===== config.mk =====
export PLATFORM = sky130hd
export DESIGN_NAME = mtks_unit
export DESIGN_NICKNAME = d
export VERILOG_FILES = /design/src/rtl/core/mt19937_byte_keystream_xor_macros.svh /design/src/rtl/core/mtks_pkg.sv /design/src/rtl/core/mtks_unit.sv
export SDC_FILE = /design/constraint.sdc
export NUM_CORES = 1
export LEC_CHECK = 0
export BUFFER_PORTS_ARGS = -buffer_cell sky130_fd_sc_hd__clkbuf_2
export CAP_MARGIN = 5
export CORE_ASPECT_RATIO = 0.7
export CORE_MARGIN = 10
export CORE_UTILIZATION = 50
export DETAILED_ROUTE_END_ITERATION = 6
export PLACE_DENSITY = 0.8
export SETUP_SLACK_MARGIN = 0.05
export SLEW_MARGIN = 20
export SYNTH_ARGS = -nofsm -noshare
export SYNTH_HDL_FRONTEND = slang
export SYNTH_SLANG_ARGS = --single-unit

===== constraint.sdc =====
create_clock -name vclk -period 8.6
set_input_delay 0.43 -clock vclk [all_inputs]
set_output_delay 0.43 -clock vclk [all_outputs]
set_load 0.02 [all_outputs]

===== src/rtl/core/mt19937_byte_keystream_xor_macros.svh =====
// ----------------------------------------------------------------------------
// Assertion macros for the keystream block
// Shared shorthand for clocked properties that are disabled during reset.
// ----------------------------------------------------------------------------
`ifndef MT19937_BYTE_KEYSTREAM_XOR_MACROS_SVH
`define MT19937_BYTE_KEYSTREAM_XOR_MACROS_SVH

// The consequent holds in the same cycle as the antecedent.
`define MTKS_ASSERT_SAME(label, ante, cons, msg) \
  label: assert property (@(posedge clk) disable iff (rst) (ante) |-> (cons)) \
    else $error(msg);

// The consequent holds in the cycle after the antecedent.
`define MTKS_ASSERT_NEXT(label, ante, cons, msg) \
  label: assert property (@(posedge clk) disable iff (rst) (ante) |=> (cons)) \
    else $error(msg);

`endif


===== src/rtl/core/mtks_pkg.sv =====
// ----------------------------------------------------------------------------
// mtks_pkg
// Constants and operation codes shared by the keystream datapath and sequencer.
// ----------------------------------------------------------------------------
package mtks_pkg;

  localparam int unsigned N       = 624;
  localparam int unsigned M       = 397;
  localparam int unsigned SPLIT   = 227;
  localparam int unsigned ADDR_W  = 10;
  localparam int unsigned WORD_W  = 32;

  localparam logic [31:0] MATRIX   = 32'h9908b0df;
  localparam logic [31:0] MID_MASK = 32'h7ffffffe;
  localparam logic [31:0] INIT_MUL = 32'h6c078965;
  localparam logic [31:0] TEMPER_B = 32'h9d2c5680;
  localparam logic [31:0] TEMPER_C = 32'hefc60000;

  typedef enum logic [1:0] {
    OP_MUL,
    OP_ADD,
    OP_TWIST,
    OP_TEMPER
  } op_t;

endpackage


===== src/rtl/core/mtks_unit.sv =====
// ----------------------------------------------------------------------------
// mtks_unit
// Shared arithmetic unit: seeding multiply and add, twist, and tempering.
// ----------------------------------------------------------------------------
module mtks_unit (
  input  mtks_pkg::op_t                     op,
  input  logic [mtks_pkg::WORD_W-1:0]       a,
  input  logic [mtks_pkg::WORD_W-1:0]       b,
  input  logic [mtks_pkg::WORD_W-1:0]       c,
  input  logic [mtks_pkg::ADDR_W-1:0]       idx,
  output logic [mtks_pkg::WORD_W-1:0]       y
);

  logic [31:0] mix;
  logic [31:0] tw;
  logic [31:0] t1;
  logic [31:0] t2;
  logic [31:0] t3;

  always_comb begin
    mix = a ^ (a >> 30);
    tw  = ((((a ^ b) & mtks_pkg::MID_MASK) ^ a) >> 1)
          ^ (b[0] ? mtks_pkg::MATRIX : 32'h0) ^ c;
    t1  = a ^ (a >> 11);
    t2  = t1 ^ ((t1 << 7) & mtks_pkg::TEMPER_B);
    t3  = t2 ^ ((t2 << 15) & mtks_pkg::TEMPER_C);
    case (op)
      mtks_pkg::OP_MUL: begin
        y = mtks_pkg::INIT_MUL * mix;
      end
      mtks_pkg::OP_ADD: begin
        y = a + {22'h0, idx};
      end
      mtks_pkg::OP_TWIST: begin
        y = tw;
      end
      default: begin
        y = t3 ^ (t3 >> 18);
      end
    endcase
  end

endmodule

==> results of run 1 <==
## per-layer routing
layer  wire [um]  global-route usage  up-vias  part of all wire
li1            -                   -     3873                 -
met1       13400               0.323     4052              0.43
met2       13200               0.349      482              0.42
met3        4320              0.0746       47              0.14
met4         502              0.0343        0             0.016
met5           0                   0        -                 0
## layout make-up
type	count	area, um2
Tap cell	270	338
Fill cell	1782	8740
Multi-Input combinational cell	846	9230
Timing Repair Buffer	147	756
Inverter	239	897
## cells by family after synthesis
group,after synthesis,synth area share
buf+inv,265,0.0975
mux,17,0.0329
simple gates,139,0.0644
fa+ha+maj,367,0.557
compound gates,147,0.0978
xor+xnor,176,0.151
## synthesized netlist by cell type, types with 8 or more instances
cell type / n
a21o_1: 14
o211ai_1: 12
a21oi_1: 27
o221ai_1: 8
nand4_1: 12
inv_1: 239
nor2_1: 37
a31oi_1: 8
xnor2_1: 116
xor2_1: 60
mux4_2: 13
ha_1: 220
fa_1: 147
nand3_1: 8
o21ai_0: 31
clkbuf_1: 21
nand2_1: 44
o21a_1: 13
## through the flow
| stage | setup WS [ps] | hold WS, ps | utilization | area (um2) | cells |
|---|---|---|---|---|---|
| after floorplan | 1230 | 1100 | - | 10200 | 1111 |
| after global placement | 1010 | 1420 | 0.562 | 11200 | 1502 |
| after detailed placement | 884 | 1440 | 0.562 | 11200 | 1502 |
| after CTS | 869 | 1440 | 0.562 | 11200 | 1502 |
| after global routing | 510 | 1480 | 0.562 | 11200 | 1502 |
| final | 800 | 1420 | 0.562 | 11200 | 1502 |
## path summary, 6_finish.rpt
kind,startpoint,to,slack [ps],depth (start not counted)
setup / recovery,a[31],y[31],800,26
hold / removal,b[6],y[5],1420,5
==> results.py, run 1 <==
metrics = {
    "status": {
        "status": "completed",
    },
    "logic_synthesis": {
        "synth_cell_types": 57,
        "syn_area_mm2": 0.0102,
        "netlist_instances": 1111,
        "synth_area_leaders": "fa_1 29%, ha_1 27%, xnor2_1 9.9%",
        "seq_area_frac_synth": 0,
        "yosysTopAreaCell": "fa_1",
        "ys.warnings.count": 0,
        "synth_nets": 1586,
        "yosysTopAreaCellShare": 0.288,
        "syn_area_per_cell_um2": 9.21,
    },
    "global_route": {
        "grt_use_total": 0.233,
        "grt_pass1_vias": 8920,
        "grt_pass1_wl_um": 49200,
        "grt_max_degree": 59,
        "overflow": 0,
        "antenna_found_initial": 0,
    },
    "floorplanning": {
        "start_util": 0.513,
        "core_mm2": 0.0200,
        "die_h_um": 140,
        "num_rows": 43,
        "dieArea_mm2": 0.0267,
        "die_w_um": 191,
        "boundaryPins": 140,
    },
    "critical_path": {
        "max_stage_delay_ps": 580,
        "critPathRequiredTime_ps": 8170,
        "critPathCaptureType": "primary output",
        "crit_family": "adder cells",
        "crit_buf_inv": 8,
        "crit_type": "in2out",
        "startpoint_type": "input pin",
        "cpMaxStageDelayCell": "a2111oi_0",
        "arrival_ps": 7370,
        "path_max_fanout": 5,
    },
    "sta": {
        "hold_viol": 0,
        "tns_ps": 0,
        "finalCritPeriodShare": 0.907,
        "tightest_slew_ps": 777,
        "fmax_mhz": 128,
        "final_max_slew_viol_count": 0,
        "min_period_ps": 7800,
        "setup_violations": 0,
        "max_slew_margin": 0.482,
        "rsz0062_at_grt": "no",
    },
    "drt": {
        "drc": 0,
        "post_drt_wl_per_cell_um": 20.9,
        "drtPass1Iterations": 5,
        "drtIter0Drc": 651,
        "drt-vias-per-instance": 5.63,
        "routed_wl_um": 31400,
        "ant_nets": 0,
        "routed-via-count": 8454,
    },
    "placement": {
        "port_buffers": 139,
        "post-dp-hpwl_um": 26800,
        "place_congestion": 0.984,
    },
    "final_layout": {
        "drive_gt1_frac": 0.142,
        "nClkBuffers": 0,
        "layout.nets": 1709,
        "seq_area_um2": 0,
        "final_cell_mix": "239 x inv_1, 220 x ha_1, 147 x fa_1",
        "syn_to_final_growth_pct": 9.71,
        "diodes": 0,
        "layout_commonest_cell": "inv_1",
        "n_sequential_cell": 0,
    },
    "flow_run": {
        "max-cap-violations": 0,
    },
    "clock_network": {
        "post_cts_resized": 0,
        "postCtsSetupRepairBufs": 0,
        "cts_hold_buffers": 0,
    },
    "worst_hold_path": {
        "min_path_type": "in2out",
    },
}
Power of run 1 is left out: the tool's default activity adds up to more than one toggle a clock period on the data nets, which glitch-free logic cannot reach.
==> run 2: changes to the inputs <==
==> constraint.sdc (replaced) <==
create_clock -name vclk -period 8.6
set_input_delay 0.86 -clock vclk [all_inputs]
set_output_delay 0.86 -clock vclk [all_outputs]
set_load 0.02 [all_outputs]
==> results.py, run 2 (synthesized netlist as in run 1, its figures left out) <==
metrics = {
    "status": {
        "status": "completed",
    },
    "drt": {
        "post_drt_wl_per_cell_um": 21.3,
        "routed_wl_um": 32300,
        "ant_nets": 0,
        "drc": 0,
        "drtIter0Drc": 682,
        "routed-via-count": 8584,
        "drtPass1Iterations": 7,
        "drt-vias-per-instance": 5.66,
    },
    "floorplanning": {
        "boundaryPins": 140,
        "num_rows": 43,
        "dieArea_mm2": 0.0267,
        "die_h_um": 140,
        "die_w_um": 191,
        "core_mm2": 0.0200,
        "start_util": 0.513,
    },
    "critical_path": {
        "crit_buf_inv": 6,
        "crit_type": "in2out",
        "cpMaxStageDelayCell": "fa_1",
        "crit_family": "adder cells",
        "crit_chain": "clkbuf_2, xor2_1, xnor2_1, ha_1, or2_2, ha_1, inv_1, fa_1, inv_1, ha_1, fa_1, fa_1, fa_1, inv_1, fa_1, inv_1, ha_1, a2111oi_1, o211ai_1, a221oi_2, o21ai_1, xnor2_1, o221ai_1, clkbuf_2",
        "startpoint_type": "input pin",
        "critPathRequiredTime_ps": 7740,
        "max_stage_delay_ps": 510,
        "critPathCaptureType": "primary output",
        "path_common_cell": "fa_1",
        "arrival_ps": 7530,
        "path_max_fanout": 5,
    },
    "global_route": {
        "overflow": 0,
        "grt_use_total": 0.241,
        "grt_pass1_wl_um": 50600,
        "grt_pass1_vias": 9166,
        "grt_max_degree": 59,
        "antenna_found_initial": 1,
    },
    "final_layout": {
        "fin_area_mm2": 0.0113,
        "diodes": 0,
        "nClkBuffers": 0,
        "layout_commonest_cell": "inv_1",
        "seq_area_um2": 0,
        "layout.nets": 1723,
        "n_sequential_cell": 0,
        "final_cell_mix": "238 x inv_1, 220 x ha_1, 147 x fa_1",
        "drive_gt1_frac": 0.152,
        "syn_to_final_growth_pct": 10.7,
    },
    "worst_hold_path": {
        "min_path_type": "in2out",
        "hold-path-endpoint": "y[5]",
        "hp-start": "b[6]",
        "whs_path_depth": 5,
    },
    "placement": {
        "place_area_mm2": 0.0113,
        "port_buffers": 139,
        "place_congestion": 0.983,
        "post-dp-hpwl_um": 27900,
    },
    "sta": {
        "hold_slack_ps": 2270,
        "final_max_slew_viol_count": 0,
        "max_slew_margin": 0.507,
        "fmax_mhz": 119,
        "hold_viol": 0,
        "finalCritPeriodShare": 0.976,
        "tightest_slew_ps": 739,
        "min_period_ps": 8390,
        "rsz0062_at_grt": "no",
        "setup_violations": 0,
        "tns_ps": 0,
    },
    "flow_run": {
        "max-cap-violations": 0,
    },
    "clock_network": {
        "cts_hold_buffers": 0,
        "postCtsSetupRepairBufs": 0,
    },
}
## run 2: cell types whose count changed in the layout (fill, tap and decap cells not counted)
cell	delta
a2111oi_0	-1
buf_4	+14
inv_1	-1
a2111oi_1	+1
inv_2	+1
## run 2: routing by layer
metal	global-route usage	vias up	routed length [um]
met3	0.0799	72	4410
li1	-	3902	-
met5	0	-	11
met1	0.330	4128	13900
met2	0.358	480	13200
met4	0.0566	2	843
## run 2: cell type report
cell class | instances | area [um2]
multi-input combinational | 846 | 9240
tap | 270 | 338
inverter | 239 | 897
timing repair buffer | 161 | 861
fill | 1791 | 8630
## run 2: timing repair
action,in CTS,in global routing
endpoints found under the hold margin,0,0
endpoints found under the setup margin,0,1
resized for setup,0,2
## run 2: worst max-delay path by stage
stage | start | end | slack [ps] | cells past startpoint
global route | a[0] | y[31] | 60 | 26
global placement | a[0] | y[31] | 370 | 24
CTS | a[31] | y[31] | 240 | 25
floorplan | a[31] | y[31] | 370 | 27
detailed placement | a[31] | y[31] | 280 | 25
finish | a[0] | y[31] | 210 | 24
## run 2: metrics by stage
stage	worst slack, ps	std cells	util
2_1_floorplan	368	1111	-
3_3_place_gp	367	1516	0.568
3_5_place_dp	285	1516	0.568
4_1_cts	242	1516	0.568
5_1_grt	59.4	1516	0.568
6_report	210	1516	0.568
Power of run 2 is left out for the same reason.
==> run 3: changes to the inputs <==
--- a/config.mk
+++ b/config.mk
@@ -11,5 +11,6 @@
 export CORE_MARGIN = 10
-export CORE_UTILIZATION = 50
+export CORE_UTILIZATION = 43
 export DETAILED_ROUTE_END_ITERATION = 6
-export PLACE_DENSITY = 0.8
+export GPL_TIMING_DRIVEN = 0
+export PLACE_DENSITY = 0.72
 export SETUP_SLACK_MARGIN = 0.05
==> constraint.sdc (replaced) <==
create_clock -name vclk -period 8.6
set_input_delay 1.29 -clock vclk [all_inputs]
set_output_delay 1.29 -clock vclk [all_outputs]
set_load 0.02 [all_outputs]
==> results.py, run 3 (synthesized netlist as in run 1, its figures left out) <==
metrics = {
    "final_layout": {
        "fin_area_mm2": 0.0122,
        "nClkBuffers": 0,
        "seq_area_um2": 0,
        "n_sequential_cell": 0,
        "stdcell_count": 1589,
        "utilization": 0.520,
        "final_cell_mix": "228 x inv_1, 198 x ha_1, 140 x fa_1",
        "diodes": 0,
        "syn_to_final_growth_pct": 19.5,
        "layout_commonest_cell": "inv_1",
        "layout.nets": 1748,
        "drive_gt1_frac": 0.204,
        "fill_cells": 2139,
    },
    "critical_path": {
        "startpoint_type": "input pin",
        "critPathCaptureType": "primary output",
        "cpMaxStageDelayCell": "fa_2",
        "max_stage_delay_ps": 560,
        "critPathRequiredTime_ps": 7310,
        "setup.worst_path.start": "a[31]",
        "endpoint": "y[31]",
        "crit_type": "in2out",
        "path_max_fanout": 3,
        "arrival_ps": 7540,
    },
    "sta": {
        "final_max_slew_viol_count": 0,
        "max_slew_margin": 0.437,
        "finalCritPeriodShare": 1.03,
        "tightest_slew_ps": 844,
        "fmax_mhz": 113,
        "min_period_ps": 8830,
        "worst_slack_ps": -226,
        "setup_violations": 7,
        "rsz0062_at_grt": "yes",
        "hold_viol": 0,
    },
    "flow_run": {
        "max-cap-violations": 0,
    },
    "floorplanning": {
        "num_rows": 47,
        "boundaryPins": 140,
        "die_h_um": 149,
        "dieArea_mm2": 0.0305,
        "core_mm2": 0.0235,
        "die_w_um": 204,
        "start_util": 0.435,
    },
    "worst_hold_path": {
        "min_path_type": "in2out",
        "hp-start": "c[21]",
    },
    "placement": {
        "post-dp-hpwl_um": 28300,
        "place_congestion": 0.955,
        "port_buffers": 136,
        "placedCellCount": 1565,
        "pre_cts_slack_ps": -1170,
        "place_area_mm2": 0.0114,
    },
    "clock_network": {
        "cts_hold_buffers": 0,
    },
    "global_route": {
        "antenna_found_initial": 1,
        "grt_use_total": 0.224,
        "overflow": 0,
        "grt_pass1_vias": 9314,
        "grt_max_degree": 16,
        "grt_pass1_wl_um": 53300,
    },
    "drt": {
        "drtIter0Drc": 663,
        "drtPass1Iterations": 5,
        "drc": 0,
        "post_drt_wl_per_cell_um": 21.6,
        "routed-via-count": 8655,
        "drt-vias-per-instance": 5.45,
        "ant_nets": 0,
        "routed_wl_um": 34300,
    },
    "status": {
        "status": "complete, but fails checks",
        "violations": "setup timing",
    },
}
## run 3: what timing repair did
item / 4_1_cts / 5_1_grt
setup endpoints to repair: 13 / 14
cloned: 0 / 0
buffers inserted: 21 / 8
pin swaps: 42 / 39
resized for setup: 109 / 49
## run 3: layout make-up
type	count	area [um2]	area share
inverter	239	900	0.0736
timing repair buffer	163	1120	0.0914
buffer	23	109	0.00891
tap	318	398	0.0326
multi-input combinational	846	9700	0.794
## run 3: worst min path at each step
| stage | to | slack, ps | cells after the start |
|---|---|---|---|
| after floorplan | y[28] | 2820 | 2 |
| after global placement | y[5] | 3130 | 5 |
| after detailed placement | y[5] | 3140 | 5 |
| after CTS | y[31] | 3130 | 4 |
| after global routing | y[5] | 3170 | 5 |
| final | y[21] | 3140 | 6 |
## run 3: metal layers
layer | routed length [um] | share of wire | vias up | GRT usage
met5 | 12 | 0.00035 | - | 0
met4 | 735 | 0.021 | 2 | 0.0509
met3 | 3780 | 0.11 | 56 | 0.0601
met2 | 14500 | 0.42 | 421 | 0.339
met1 | 15300 | 0.45 | 4228 | 0.312
li1 | - | - | 3948 | -
## run 3: critical path, delay by kind of cell
| family | cells | cell delay [ps] |
|---|---|---|
| simple gates | 3 | 750 |
| buf+inv | 7 | 580 |
| compound gates | 5 | 1060 |
| xor+xnor | 3 | 630 |
| fa+ha+maj | 9 | 3220 |
## run 3: per-stage QoR
step | setup TNS (ps) | hold WS, ps
after floorplan | 0 | 2820
after global placement | -9540 | 3130
after detailed placement | -9780 | 3140
after CTS | -831 | 3130
after global routing | -1870 | 3170
final | -544 | 3140
Power of run 3 is left out for the same reason.
